File: config.mk
export PLATFORM = sky130hd
export DESIGN_NAME = mrbrb_queue
export DESIGN_NICKNAME = d
export VERILOG_FILES = /design/src/hw/rtl/mrbrb_queue.sv
export SDC_FILE = /design/constraint.sdc
export NUM_CORES = 1
export LEC_CHECK = 0
export BUFFER_PORTS_ARGS = -buffer_cell sky130_fd_sc_hd__buf_2
export CAP_MARGIN = 20
export CORE_MARGIN = 2
export CORE_UTILIZATION = 45
export CTS_CLUSTER_DIAMETER = 150
export CTS_CLUSTER_SIZE = 25
export DETAILED_ROUTE_END_ITERATION = 8
export GPL_TIMING_DRIVEN = 0
export HOLD_SLACK_MARGIN = 0.1
export MAX_ROUTING_LAYER = met4
export SETUP_SLACK_MARGIN = 0.05
export SYNTH_ARGS = -nofsm -noshare
export SYNTH_HDL_FRONTEND = slang
export SYNTH_SLANG_ARGS = --single-unit
File: constraint.sdc
create_clock -name clk -period 2.3 [get_ports clk]
set_clock_uncertainty 0.05 [all_clocks]
set_input_delay 0.46 -clock clk [delete_from_list [all_inputs] [get_ports clk]]
set_output_delay 0.46 -clock clk [all_outputs]
set_load 0.1 [all_outputs]
File: src/hw/rtl/mrbrb_queue.sv
// ----------------------------------------------------------------------------
// mrbrb_queue: small register queue
// First-in first-out buffer; full can be raised early to keep slots in reserve.
// ----------------------------------------------------------------------------
module mrbrb_queue #(
  parameter int WIDTH   = 8,
  parameter int DEPTH   = 4,
  parameter int RESERVE = 0
) (
  input  logic             clk,
  input  logic             rst,
  input  logic             push,
  input  logic [WIDTH-1:0] push_data,
  output logic             full,
  input  logic             pop,
  output logic [WIDTH-1:0] pop_data,
  output logic             empty
);

  localparam int PTR_W = (DEPTH > 1) ? $clog2(DEPTH) : 1;
  localparam int CNT_W = $clog2(DEPTH + 1);

  logic [WIDTH-1:0] slots [DEPTH];
  logic [PTR_W-1:0] wr_ptr;
  logic [PTR_W-1:0] rd_ptr;
  logic [CNT_W-1:0] count;
  logic             do_pop;

  assign do_pop   = pop && !empty;
  assign empty    = (count == '0);
  assign full     = (count >= CNT_W'(DEPTH - RESERVE));
  assign pop_data = slots[rd_ptr];

  always_ff @(posedge clk) begin
    if (rst) begin
      wr_ptr <= '0;
      rd_ptr <= '0;
      count  <= '0;
    end else begin
      if (push) begin
        wr_ptr <= (wr_ptr == PTR_W'(DEPTH - 1)) ? '0 : wr_ptr + 1'b1;
      end
      if (do_pop) begin
        rd_ptr <= (rd_ptr == PTR_W'(DEPTH - 1)) ? '0 : rd_ptr + 1'b1;
      end
      if (push && !do_pop) begin
        count <= count + 1'b1;
      end else if (!push && do_pop) begin
        count <= count - 1'b1;
      end
    end
  end

  always_ff @(posedge clk) begin
    if (push) begin
      slots[wr_ptr] <= push_data;
    end
  end

endmodule

==> results.cfg <==
[route]
vias = 810
routed_wl_um = 2340
wire_per_inst_um = 14.6
vias_per_cell = 5.03
drtPass1Iterations = 3
drc = 0
antenna_left = 0
drt-initial-drc-count = 16

[placed_design]
dp.final_hpwl_um = 1610
place_area_um2 = 1790
dp.cells = 154
io_buffer_count = 21
globalplace.congestion = 0.685

[critical_path]
rr_startpoint = count[2]
end_kind = output port
required_ns = 1.79
path_class = reg2out
critical_path_peak_fanout = 8
cp_top_family = multiplexers
cp-start-kind = register
critPathArrivalTime_ns = 1.66
r2r-end = count[2]
path_buf_inv = 2
slowest_stage = mux4_1
ff2ff_setup_slack_ns = 0.19
critPathMaxStageDelay_ns = 0.61
cp_common_cell = buf_6
cp_cell_sequence = buf_6 -> mux4_1 -> buf_6
rr_worst_depth = 7

[layout]
fill_cells = 293
most-common-layout-cells = 32 x edfxtp_1, 14 x buf_2, 9 x dfxtp_1, 6 x ha_1
final_cells = 161
multiInputGateArea_um2 = 457
drive_gt1_share_pct = 31.3
nNetsFinal = 133
n_antenna_cell = 0
area_delta_synth_final_pct = 16.2
layout_commonest_cell = edfxtp_1
ff_latch_area_um2 = 1140
fin_util_pct = 55.3
stdcell_area_um2 = 1890

[clocking]
cts_setup_buffers = 0
cts_sinks = 41
cts_hold_buffers = 0
tritoncts = yes
cts_root_buf = clkbuf_4
path_clk_slew_ns = 0.11
cts_buffers = 5
clk_path_buf_depth = 2
clk_latency_ns = 0.33
cts_max_level = 2

[timing]
rsz0062_at_grt = true
setup_violations = 0
maxSlewHeadroom_pct = 68.0
fin_crit_sh_pct = 94.4
hold_viol = 0
min_period_ns = 2.17
worst_slew_pin_slew_ns = 0.483
fin_tns_setup_ns = 0
slew_violations = 0
fmax_ghz = 0.460

[synth]
ys_types = 21
ys_async_sr_fraction_pct = 0
synthCells = 87
yosys_warnings = 0
synth.avg_cell_area_um2 = 18.7
syn_nets = 106
synth_edf_count = 32
syn_area_um2 = 1630
synthFlopType = edfxtp_1
synth_seq_cells = 41
yosysSeqAreaShare_pct = 70.2

[floorplanning]
core-area_um2 = 3420
dieArea_um2 = 4110
initial_utilization_pct = 47.6
die_w_um = 64.1
die_y_um = 64.1
rows = 21
io_pins = 22

[hold_path]
hold_class = in2reg
min_from = push_data[0]
hold_path_depth = 1
holdPathEnd = slots[1][0]

[global_routing]
grt_pass1_wl_um = 3820
grt_max_degree = 13
grt_overflow = 0
grt.total_usage_pct = 13.5
antenna_found_initial = 0
grt_pass1_vias = 790

[pwr]
ir_drop_mv = 0.933
power_density_nw_per_um2 = 1180
power_leakage_nw = 0.700

[outcome]
status = finished clean

[flow_run]
maxCapViolCount = 0
layout make-up:
type	instances	area share (%)
plain buffers	2	0.794
clock buffers	6	2.18
clock inverters	2	1.79
inverters	4	0.794
multi-input cells	39	24.2
flip-flops and latches	41	60.4
well taps	46	3.04
repair buffers	21	6.88
cell families after synthesis:
family / count (synthesis) / synth area share, %
AO/OA/AOI/OAI: 5 / 2.77
XOR/XNOR: 2 / 1.08
adder cells (fa/ha/maj): 7 / 5.85
buffers and inverters: 7 / 2.08
flip-flops: 41 / 70.2
multiplexers: 11 / 13.6
AND/OR/NAND/NOR: 14 / 4.46
power by group:
| group | internal, mW | switching (mW) | leakage, nW |
|---|---|---|---|
| sequential | 0.862 | 0.0619 | 0.368 |
| combinational | 0.247 | 0.622 | 0.292 |
| clock | 0.226 | 0.211 | 0.0399 |
sequential cells by signal, indices dropped and copies added (netlist names), named ones only:
| signal | count |
|---|---|
| count | 3 |
| slots | 32 |
| rd_ptr | 2 |
| wr_ptr | 2 |
per-layer routing:
metal  up-vias  share of wire, %  track usage [%]
li1        387                 -                -
met1       398                41             14.9
met2        20                52             21.9
met3         5               5.1             4.75
met4         0               1.5             6.38
met5         -                 0                -
stage by stage:
| step | hold slack [ns] | total power [mW] | worst slack, ns |
|---|---|---|---|
| finish | 0.281 | 2.23 | 0.128 |
| global route | 0.259 | 2.33 | 0.0402 |
| CTS | 0.263 | 2.25 | 0.0638 |
| detailed placement | 0.439 | 1.78 | 0.187 |
| global placement | 0.432 | 1.77 | 0.234 |
| floorplan | 0.412 | 1.66 | 0.183 |
Yosys cell counts, types with 2 or more instances:
master	n	area share [%]
xor2_1	2	1.1
mux2i_1	3	1.8
and2_1	4	1.5
a21oi_1	2	0.62
inv_1	4	0.92
dfxtp_1	9	11
nor2_1	5	1.2
edfxtp_1	32	59
clkbuf_1	2	0.46
ha_1	6	4.6
mux4_2	5	6.9
or3_1	2	0.77
mux4_1	3	4.8
worst max-delay path by stage:
stage / start / end / slack [ns] / cells past startpoint
final: register / pop_data[7] / 0.13 / 3
after global routing: register / pop_data[2] / 0.04 / 3
after CTS: register / pop_data[0] / 0.06 / 3
after detailed placement: count[0] / count[2] / 0.19 / 7
after global placement: count[0] / count[2] / 0.23 / 7
after floorplan: count[0] / empty / 0.18 / 1
what timing repair did:
action,CTS,global route
endpoints found under the setup margin,8,4
pin swaps,0,1
gates resized for setup,6,4
Power figures use the tool's default switching activity.
