### src/hw/rtl/mrbrb_pkg.sv
// ----------------------------------------------------------------------------
// mrbrb_pkg: shared types and constants of the multi-reader byte ring buffer
// Request and result records, front-to-back command record, operation codes.
// ----------------------------------------------------------------------------
package mrbrb_pkg;

  // default sizing
  localparam int STORE_DEPTH_DEF  = 1024;
  localparam int MAX_READ_RUN_DEF = 64;
  localparam int QUEUE_DEPTH      = 4;

  // fixed field widths
  localparam int OP_W     = 2;
  localparam int CURSOR_W = 32;
  localparam int BYTE_W   = 8;
  localparam int READ_W   = 7;
  localparam int LEVEL_W  = 10;

  // operation codes
  localparam logic [OP_W-1:0] OP_READ  = 2'd0;
  localparam logic [OP_W-1:0] OP_WRITE = 2'd1;
  localparam logic [OP_W-1:0] OP_CLEAR = 2'd2;

  typedef struct packed {
    logic [OP_W-1:0]     operation;
    logic [CURSOR_W-1:0] cursor;
    logic [BYTE_W-1:0]   write_byte;
    logic [READ_W-1:0]   read_length;
  } in_t;

  typedef struct packed {
    logic [BYTE_W-1:0]   read_byte;
    logic                last;
    logic                accepted;
    logic [READ_W-1:0]   byte_count;
    logic [LEVEL_W-1:0]  bytes_after;
    logic [LEVEL_W-1:0]  bytes_before;
    logic [CURSOR_W-1:0] write_position;
    logic [CURSOR_W-1:0] oldest_position;
    logic [LEVEL_W-1:0]  fill_level;
  } out_t;

  // per-item status, shared by every result of the item
  typedef struct packed {
    logic                accepted;
    logic [READ_W-1:0]   byte_count;
    logic [LEVEL_W-1:0]  bytes_after;
    logic [LEVEL_W-1:0]  bytes_before;
    logic [CURSOR_W-1:0] write_position;
    logic [CURSOR_W-1:0] oldest_position;
    logic [LEVEL_W-1:0]  fill_level;
  } info_t;

  // what the back end has to do with a command
  typedef enum logic [1:0] {
    KIND_READ,   // run of one or more store reads
    KIND_WRITE,  // one store write
    KIND_NOTE    // status result only
  } cmd_kind_t;

  typedef struct packed {
    cmd_kind_t         kind;
    logic [BYTE_W-1:0] write_byte;
    info_t             info;
  } cmd_t;

endpackage

### src/hw/rtl/mrbrb_front.sv
// ----------------------------------------------------------------------------
// mrbrb_front: request classifier and cursor state
// Checks the cursor, updates head/fill, builds one command per request.
// ----------------------------------------------------------------------------
module mrbrb_front import mrbrb_pkg::*; #(
  parameter int STORE_DEPTH  = STORE_DEPTH_DEF,
  parameter int MAX_READ_RUN = MAX_READ_RUN_DEF,
  localparam int ADDR_W      = $clog2(STORE_DEPTH)
) (
  input  logic              clk,
  input  logic              rst,
  input  logic              req_valid,
  input  in_t               req,
  input  logic              room,
  output logic              cmd_push,
  output cmd_t              cmd,
  output logic [ADDR_W-1:0] cmd_diff,
  output logic [ADDR_W-1:0] cmd_head_addr
);

  logic [CURSOR_W-1:0] head, head_next;
  logic [CURSOR_W-1:0] oldest, oldest_next;
  logic [ADDR_W-1:0]   held, held_next;
  logic [ADDR_W-1:0]   head_addr, head_addr_next;

  logic [CURSOR_W-1:0] diff;
  logic [ADDR_W-1:0]   diff_f;
  logic                in_range;
  logic                at_head;
  logic [READ_W-1:0]   run_a;
  logic [READ_W-1:0]   run_n;
  logic                post_ok;
  logic [ADDR_W-1:0]   after_f;
  logic [ADDR_W-1:0]   before_f;
  logic [CURSOR_W-1:0] after_w;
  logic [CURSOR_W-1:0] before_w;
  logic [CURSOR_W-1:0] fill_w;

  assign cmd_push      = req_valid && room;
  assign diff          = head - req.cursor;
  assign diff_f        = diff[ADDR_W-1:0];
  assign in_range      = (req.cursor <= head) && (diff <= CURSOR_W'(held));
  assign at_head       = (req.cursor == head);
  assign cmd_diff      = diff_f;
  assign cmd_head_addr = head_addr;

  // run length: min(bytes after cursor, requested, run limit)
  assign run_a = (diff < CURSOR_W'(req.read_length)) ? diff[READ_W-1:0] : req.read_length;
  assign run_n = (run_a > READ_W'(MAX_READ_RUN)) ? READ_W'(MAX_READ_RUN) : run_a;

  always_comb begin
    head_next      = head;
    oldest_next    = oldest;
    held_next      = held;
    head_addr_next = head_addr;
    post_ok        = in_range;
    after_f        = diff_f;
    cmd.kind       = KIND_NOTE;
    cmd.write_byte = req.write_byte;
    cmd.info.accepted   = 1'b0;
    cmd.info.byte_count = '0;
    case (req.operation)
      OP_READ: begin
        if (in_range) begin
          cmd.kind            = (run_n == '0) ? KIND_NOTE : KIND_READ;
          cmd.info.accepted   = 1'b1;
          cmd.info.byte_count = run_n;
        end
      end
      OP_WRITE: begin
        if (in_range) begin
          cmd.kind            = KIND_WRITE;
          cmd.info.accepted   = 1'b1;
          cmd.info.byte_count = READ_W'(1);
          if (at_head) begin
            head_next      = head + 1'b1;
            head_addr_next = (head_addr == ADDR_W'(STORE_DEPTH - 1)) ? '0
                                                                     : head_addr + 1'b1;
            after_f        = ADDR_W'(1);
            // full store: oldest byte drops out
            if (held == ADDR_W'(STORE_DEPTH - 1)) begin
              oldest_next = oldest + 1'b1;
            end else begin
              held_next = held + 1'b1;
            end
          end
        end
      end
      OP_CLEAR: begin
        head_next           = '0;
        oldest_next         = '0;
        held_next           = '0;
        head_addr_next      = '0;
        post_ok             = (req.cursor == '0);
        after_f             = '0;
        cmd.info.accepted   = 1'b1;
      end
      default: begin
      end
    endcase

    before_f = held_next - after_f;
    after_w  = post_ok ? CURSOR_W'(after_f) : '0;
    before_w = post_ok ? CURSOR_W'(before_f) : '0;
    fill_w   = CURSOR_W'(held_next);

    cmd.info.bytes_after     = after_w[LEVEL_W-1:0];
    cmd.info.bytes_before    = before_w[LEVEL_W-1:0];
    cmd.info.write_position  = head_next;
    cmd.info.oldest_position = oldest_next;
    cmd.info.fill_level      = fill_w[LEVEL_W-1:0];
  end

  always_ff @(posedge clk) begin
    if (rst) begin
      head      <= '0;
      oldest    <= '0;
      held      <= '0;
      head_addr <= '0;
    end else if (cmd_push) begin
      head      <= head_next;
      oldest    <= oldest_next;
      held      <= held_next;
      head_addr <= head_addr_next;
    end
  end

endmodule

### config.mk
export PLATFORM = sky130hd
export DESIGN_NAME = mrbrb_front
export DESIGN_NICKNAME = d
export VERILOG_FILES = /design/src/hw/rtl/mrbrb_pkg.sv /design/src/hw/rtl/mrbrb_front.sv
export SDC_FILE = /design/constraint.sdc
export NUM_CORES = 1
export LEC_CHECK = 0
export BUFFER_PORTS_ARGS = -buffer_cell sky130_fd_sc_hd__buf_2
export CORE_ASPECT_RATIO = 2
export CORE_UTILIZATION = 35
export DETAILED_ROUTE_END_ITERATION = 10
export GPL_TIMING_DRIVEN = 0
export PLACE_DENSITY = 0.64
export SLEW_MARGIN = 25
export SYNTH_ARGS = -nofsm -noshare
export SYNTH_HDL_FRONTEND = slang
export SYNTH_SLANG_ARGS = --single-unit
### constraint.sdc
create_clock -name clk -period 8.4 [get_ports clk]
set_clock_uncertainty 0.05 [all_clocks]
set_input_delay 1.26 -clock clk [delete_from_list [all_inputs] [get_ports clk]]
set_output_delay 1.26 -clock clk [all_outputs]
set_load 0.03 [all_outputs]
==> reports/metrics.yaml, run 1 <==
ys_ff_latch: 84
clockRootBuffer: "clkbuf_16"
grt_overflow: 0
p_leak_uw: 0.00496
synth_flop_cell: "dfxtp_1"
grt_pass1_vias: 11029
fillCellCount: 2848
slew_headroom_pct: 32.5
htreeDepth: 3
drt.antenna.violating_nets: 0
synth_top_cell_by_area: "dfxtp_1"
antenna_found_initial: 0
syn_nets: 1487
num_vias: 11527
portBuffers: 177
crit_fanout: 4
worstPathRequired_ps: 7090
cts.sinks: 84
nets: 1716
timing.rr.end: "oldest[8]"
yosysMostFrequentCell: "nor2_1"
drive_gt1_share_pct: 21.9
worstSetupPathType: "in -> out"
seq_area_frac_synth_pct: 17.7
path_clk_slew_ps: 60
seq_area_mm2: 0.00168
rsz0062_at_grt: "yes"
cap_violations: 0
multiInputGateArea_mm2: 0.00750
hp-start: "cmd_head_addr[4]"
n_antenna_cell: 0
finalHoldViolCount: 0
worstSetupStartpointType: "input pin"
coreArea_mm2: 0.0268
whs_path_depth: 2
start_util_pct: 35.5
crit_slowest_cell: "fa_2"
rows: 85
cts_buffers: 9
fin_crit_sh_pct: 99.4
ir_drop_mv: 0.109
drt_iter0_markers: 857
die_y_um: 235
worst_slew_pin_slew_ps: 1010
gp_congestion: 0.983
final_core_util_pct: 44.5
wire_per_inst_um: 21.9
arrival_ps: 7040
grt_pass1_wl_mm: 62.5
synth_top_area_share_pct: 17.7
fin_cells: 1949
dp_cells: 1894
clk_latency_ps: 370
via_per_inst: 5.91
grt_max_degree: 15
cpMostUsedCell: "buf_4"
netlist_area_mm2: 0.00952
synth_cell_type_count: 80
total_power_uw: 1120
io_pins: 186
routed_wl_mm: 42.7
hold_slack_ps: 457
yosysWarnings: 0
first_pass_iters: 6
die_w_um: 119
rr_worst_depth: 23
r2r_slack_ps: 3080
setup_viol: 0
r2r_start: "head[0]"
synth_commonest_cells: "164 x nor2_1, 116 x nand2_1, 92 x a21oi_1"
min_to: "cmd_head_addr[4]"
synth_cells: 1368
fin_crit_ps: 8350
max_stage_delay_ps: 350
ys_top_cells_by_area: "dfxtp_1 18%, ha_1 8.4%, nor2_1 6.5%"
outcome: "finished clean"
async_flop_share_pct: 0
area_growth_syn_to_layout_pct: 25.4
crit_path_end_kind: "output pin"
clockBufferDepth: 2
place_hpwl_mm: 33.5
fmax_mhz: 120
power_density_mw_per_mm2: 94.1
syn_avg_cell_area_um2: 6.96
dieArea_mm2: 0.0279
drc: 0
cts_tree: "built"
hold_class: "reg -> reg"
synth_edf_count: 0
globalRouteTotalUtil_pct: 29.6
finalMaxSlewViolations: 0
cts_hold_buf: 0
[cells in the final DEF, fill, tap and decap left out, types with 53 or more instances in the layout]
cell     instances
a21oi_1         86
ha_1            53
buf_2          186
nand2_1        116
nor2_1         157
inv_1           83
dfxtp_1         84
xnor2_1         57
nand3_1         62
o21ai_0         60
[per-stage QoR]
step	area, um2	worst slack (ps)	TNS [ps]
2_1_floorplan	9620	24.7	0
3_3_place_gp	10900	-1120	-4600
3_5_place_dp	10900	-1130	-4650
4_1_cts	11800	8.93	0
5_1_grt	11900	-160	-429
6_report	11900	50.5	0
[cell families (layout without fill, tap and decap cells)]
| group | Yosys count | in the layout | share of synthesized area (%) |
|---|---|---|---|
| XOR/XNOR | 95 | 95 | 8.82 |
| flip-flops | 84 | 84 | 17.7 |
| AND/OR/NAND/NOR | 624 | 624 | 34.5 |
| AO/OA/AOI/OAI | 312 | 312 | 21.3 |
| adder cells (fa/ha/maj) | 66 | 66 | 8.84 |
| multiplexers | 12 | 12 | 1.30 |
| buffers and inverters | 175 | 408 | 7.59 |
[report_power, final]
group          total [uW]  internal [uW]  switching, uW
sequential            398            398    0.000000924
combinational         268           86.1            182
clock                 457            269            188
total                1120            753            371
[how the worst max path moves through the flow]
stage                     startpoint       to  cells past startpoint
after floorplan              req[19]  cmd[83]                     30
after global placement       req[19]  cmd[83]                     34
after detailed placement     req[19]  cmd[83]                     34
after CTS                    req[15]  cmd[83]                     35
after global routing         req[15]  cmd[82]                     35
final                        req[15]  cmd[77]                     37
[what timing repair did]
item / 4_1_cts / 5_1_grt
endpoints found under the setup margin: 9 / 5
buffers inserted: 38 / 3
pin swaps: 26 / 16
gates cloned: 0 / 0
gates resized for setup: 43 / 31
[metal layers]
layer | share of wire (%) | track usage (%)
met2 | 52 | 54.7
met1 | 34 | 28.4
met5 | 0 | 0
met4 | 9.2 | 25.7
met3 | 5.1 | 3.80
[state kept, by name, indices dropped and copies added (netlist names)]
name           count
head              32
oldest            32
cmd_head_addr     10
held              10
[worst max-delay path: cells and delay by family]
kind                     cells  cell delay (ps)
buffers and inverters       17             2190
adder cells (fa/ha/maj)      4              950
AND/OR/NAND/NOR              5              600
AO/OA/AOI/OAI               10             1730
XOR/XNOR                     1              280
[cell type report]
type / count / area share (%)
Inverter: 91 / 2.90
Timing Repair Buffer: 219 / 10.3
Tap cell: 348 / 3.65
Clock buffer: 10 / 2.00
Multi-Input combinational cell: 1109 / 62.8
Sequential cell: 84 / 14.1
Clock inverter: 5 / 0.713
Buffer: 83 / 3.49
(Power assumes the default switching activity.)
==> inputs of run 2 (changes only) <==
--- a/config.mk
+++ b/config.mk
@@ -10,7 +10,7 @@
 export CORE_UTILIZATION = 35
 export DETAILED_ROUTE_END_ITERATION = 10
 export GPL_TIMING_DRIVEN = 0
-export PLACE_DENSITY = 0.64
+export PLACE_DENSITY = 0.62
 export SLEW_MARGIN = 25
 export SYNTH_ARGS = -nofsm -noshare
 export SYNTH_HDL_FRONTEND = slang
==> constraint.sdc (replaced) <==
create_clock -name clk -period 8.6 [get_ports clk]
set_clock_uncertainty 0.05 [all_clocks]
set_input_delay 1.29 -clock clk [delete_from_list [all_inputs] [get_ports clk]]
set_output_delay 1.29 -clock clk [all_outputs]
set_load 0.03 [all_outputs]
==> run 2 against run 1 <==
  * Core utilization down 0.17 points
  * Hold slack better by 5.6 ps
  * Worst setup slack better by 44 ps
  * Flip-flop and latch count unchanged
  * Routed wire length down 1.9%
  * Largest cell class unchanged
==> reports/metrics.yaml, run 2 (same netlist as run 1, synthesis figures left out) <==
tns_ps: 0  # unchanged
ir_drop_mv: 0.105  # -3.7%
drc: 0  # unchanged
cts.sinks: 84  # unchanged
dieArea_mm2: 0.0279  # unchanged
worstSetupStartpointType: "input pin"
finalMaxSlewViolations: 0  # unchanged
largestRegisters: "head (32), oldest (32)"
setup_viol: 0  # unchanged
rows: 85  # unchanged
r2r_slack_ps: 3240  # +160 ps
n_antenna_cell: 0  # unchanged
htreeDepth: 3  # unchanged
multiInputGateArea_mm2: 0.00746  # -0.45%
layout_common_cells: "187 x buf_2, 161 x nor2_1, 115 x nand2_1, 85 x a21oi_1, 84 x dfxtp_1"
first_pass_iters: 5  # -1
grt_overflow: 0  # unchanged
seq_area_mm2: 0.00168  # unchanged
grt_pass1_vias: 11329  # +2.7%
slew_headroom_pct: 33.3  # +0.85 points
grt_max_degree: 16  # +1
portBuffers: 177  # unchanged
p_leak_uw: 0.00496  # about the same
final_common_cell: "buf_2"
hp-start: "cmd_head_addr[3]"
rsz0062_at_grt: "yes"
fillCellCount: 2842  # -0.21%
power_density_mw_per_mm2: 89.5  # -4.9%
cap_violations: 0  # unchanged
fmax_mhz: 118
nets: 1717  # +0.058%
globalRouteTotalUtil_pct: 29.5  # -0.080 points
drive_gt1_share_pct: 21.8  # -0.027 points
coreArea_mm2: 0.0268  # unchanged
die_y_um: 235  # unchanged
via_per_inst: 5.88  # -0.63%
cts_buffers: 9  # unchanged
routed_wl_mm: 41.8  # -1.9%
clockRootBuffer: "clkbuf_16"
finalHoldViolCount: 0  # unchanged
worstPathRequired_ps: 7260  # +170 ps
cpMostUsedCell: "o21a_1"
crit_fanout: 10  # +6
r2r_start: "head[0]"
timing.rr.end: "head[16]"
drt_iter0_markers: 848  # -1.1%
grt_pass1_wl_mm: 63.0  # +0.70%
wire_per_inst_um: 21.4  # -2.0%
min_to: "cmd_head_addr[3]"
path_clk_slew_ps: 60  # about the same
fin_crit_ps: 8510
crit_path_end_kind: "output pin"
clockBufferDepth: 2  # unchanged
antenna_found_initial: 0  # unchanged
rr_worst_depth: 20  # -13%
arrival_ps: 7170  # +130 ps
hold_class: "reg -> reg"
outcome: "finished clean"
start_util_pct: 35.5  # unchanged
fin_crit_sh_pct: 98.9
crit_slowest_cell: "xnor2_1"
cts_tree: "built"
place_hpwl_mm: 33.4  # -0.31%
whs_path_depth: 2  # unchanged
worstSetupPathType: "in -> out"
max_stage_delay_ps: 590  # +240 ps
clk_latency_ps: 370  # about the same
drt.antenna.violating_nets: 0  # unchanged
gp_congestion: 0.962  # -2.2%
hold_slack_ps: 463  # +5.58 ps
area_growth_syn_to_layout_pct: 24.9
worst_slew_pin_slew_ps: 996  # -9.23 ps
io_pins: 186  # unchanged
cts_hold_buf: 0  # unchanged
num_vias: 11466  # -0.53%
die_w_um: 119  # unchanged
[run 2: changes by cell type in the layout (fill, tap and decap cells not counted), sizes merged]
cell / change
inv: +1
bufinv: -1
clkinv: +2
[run 2: what timing repair did]
action,CTS,global route
setup buffers,27,15
pin swaps,17,28
gates cloned,0,0
resized for setup,45,36
endpoints found under the hold margin,0,0
setup endpoints to repair,8,5
[run 2: critical path: cells and delay by family]
kind	cells	cell delay [ps]
compound gates	11	1790
buf+inv	8	1280
fa+ha+maj	4	1220
simple gates	7	810
xor+xnor	2	760
[run 2: per-stage QoR]
step	util (%)	cells	setup WS [ps]	power [uW]	area, um2
after floorplan	-	1368	23.9	538	9580
after global placement	40.7	1893	-1230	621	10900
after detailed placement	40.7	1893	-1210	623	10900
after CTS	43.3	1936	2.84	1040	11600
after global routing	44.4	1951	-116	1100	11900
final	44.4	1951	94.3	1060	11900
[run 2: area by class of cell]
| cell class | instances | share of cell area [%] |
|---|---|---|
| Multi-Input combinational cell | 1109 | 62.8 |
| Sequential cell | 84 | 14.1 |
| Timing Repair Buffer | 219 | 10.3 |
| Buffer | 84 | 3.74 |
| Tap cell | 348 | 3.66 |
| Inverter | 91 | 2.91 |
| Clock buffer | 9 | 1.89 |
| Clock inverter | 7 | 0.621 |
[run 2: power breakdown]
group / internal, uW / total [uW] / leakage (uW) / switching (uW)
Clock: 227 / 417 / 0.000146 / 190
Combinational: 83.5 / 258 / 0.00414 / 175
Sequential: 389 / 389 / 0.000676 / 0.000000912
[run 2: worst max path at each step]
stage | start | endpoint | slack (ps)
detailed placement | req[19] | cmd[83] | -1210
floorplan | req[19] | cmd[83] | 20
finish | req[15] | cmd[83] | 90
global placement | req[19] | cmd[83] | -1230
CTS | req[15] | cmd[83] | 3
global route | req[15] | cmd[83] | -120
[run 2: layer usage]
metal / vias up / global-route usage, % / wire length [um] / share of wire [%]
met5: - / 0 / 0 / 0
met4: 0 / 28.3 / 4170 / 10
met3: 187 / 3.34 / 1970 / 4.7
met2: 486 / 54.5 / 21600 / 52
met1: 5377 / 27.6 / 14100 / 34
li1: 5416 / - / - / -
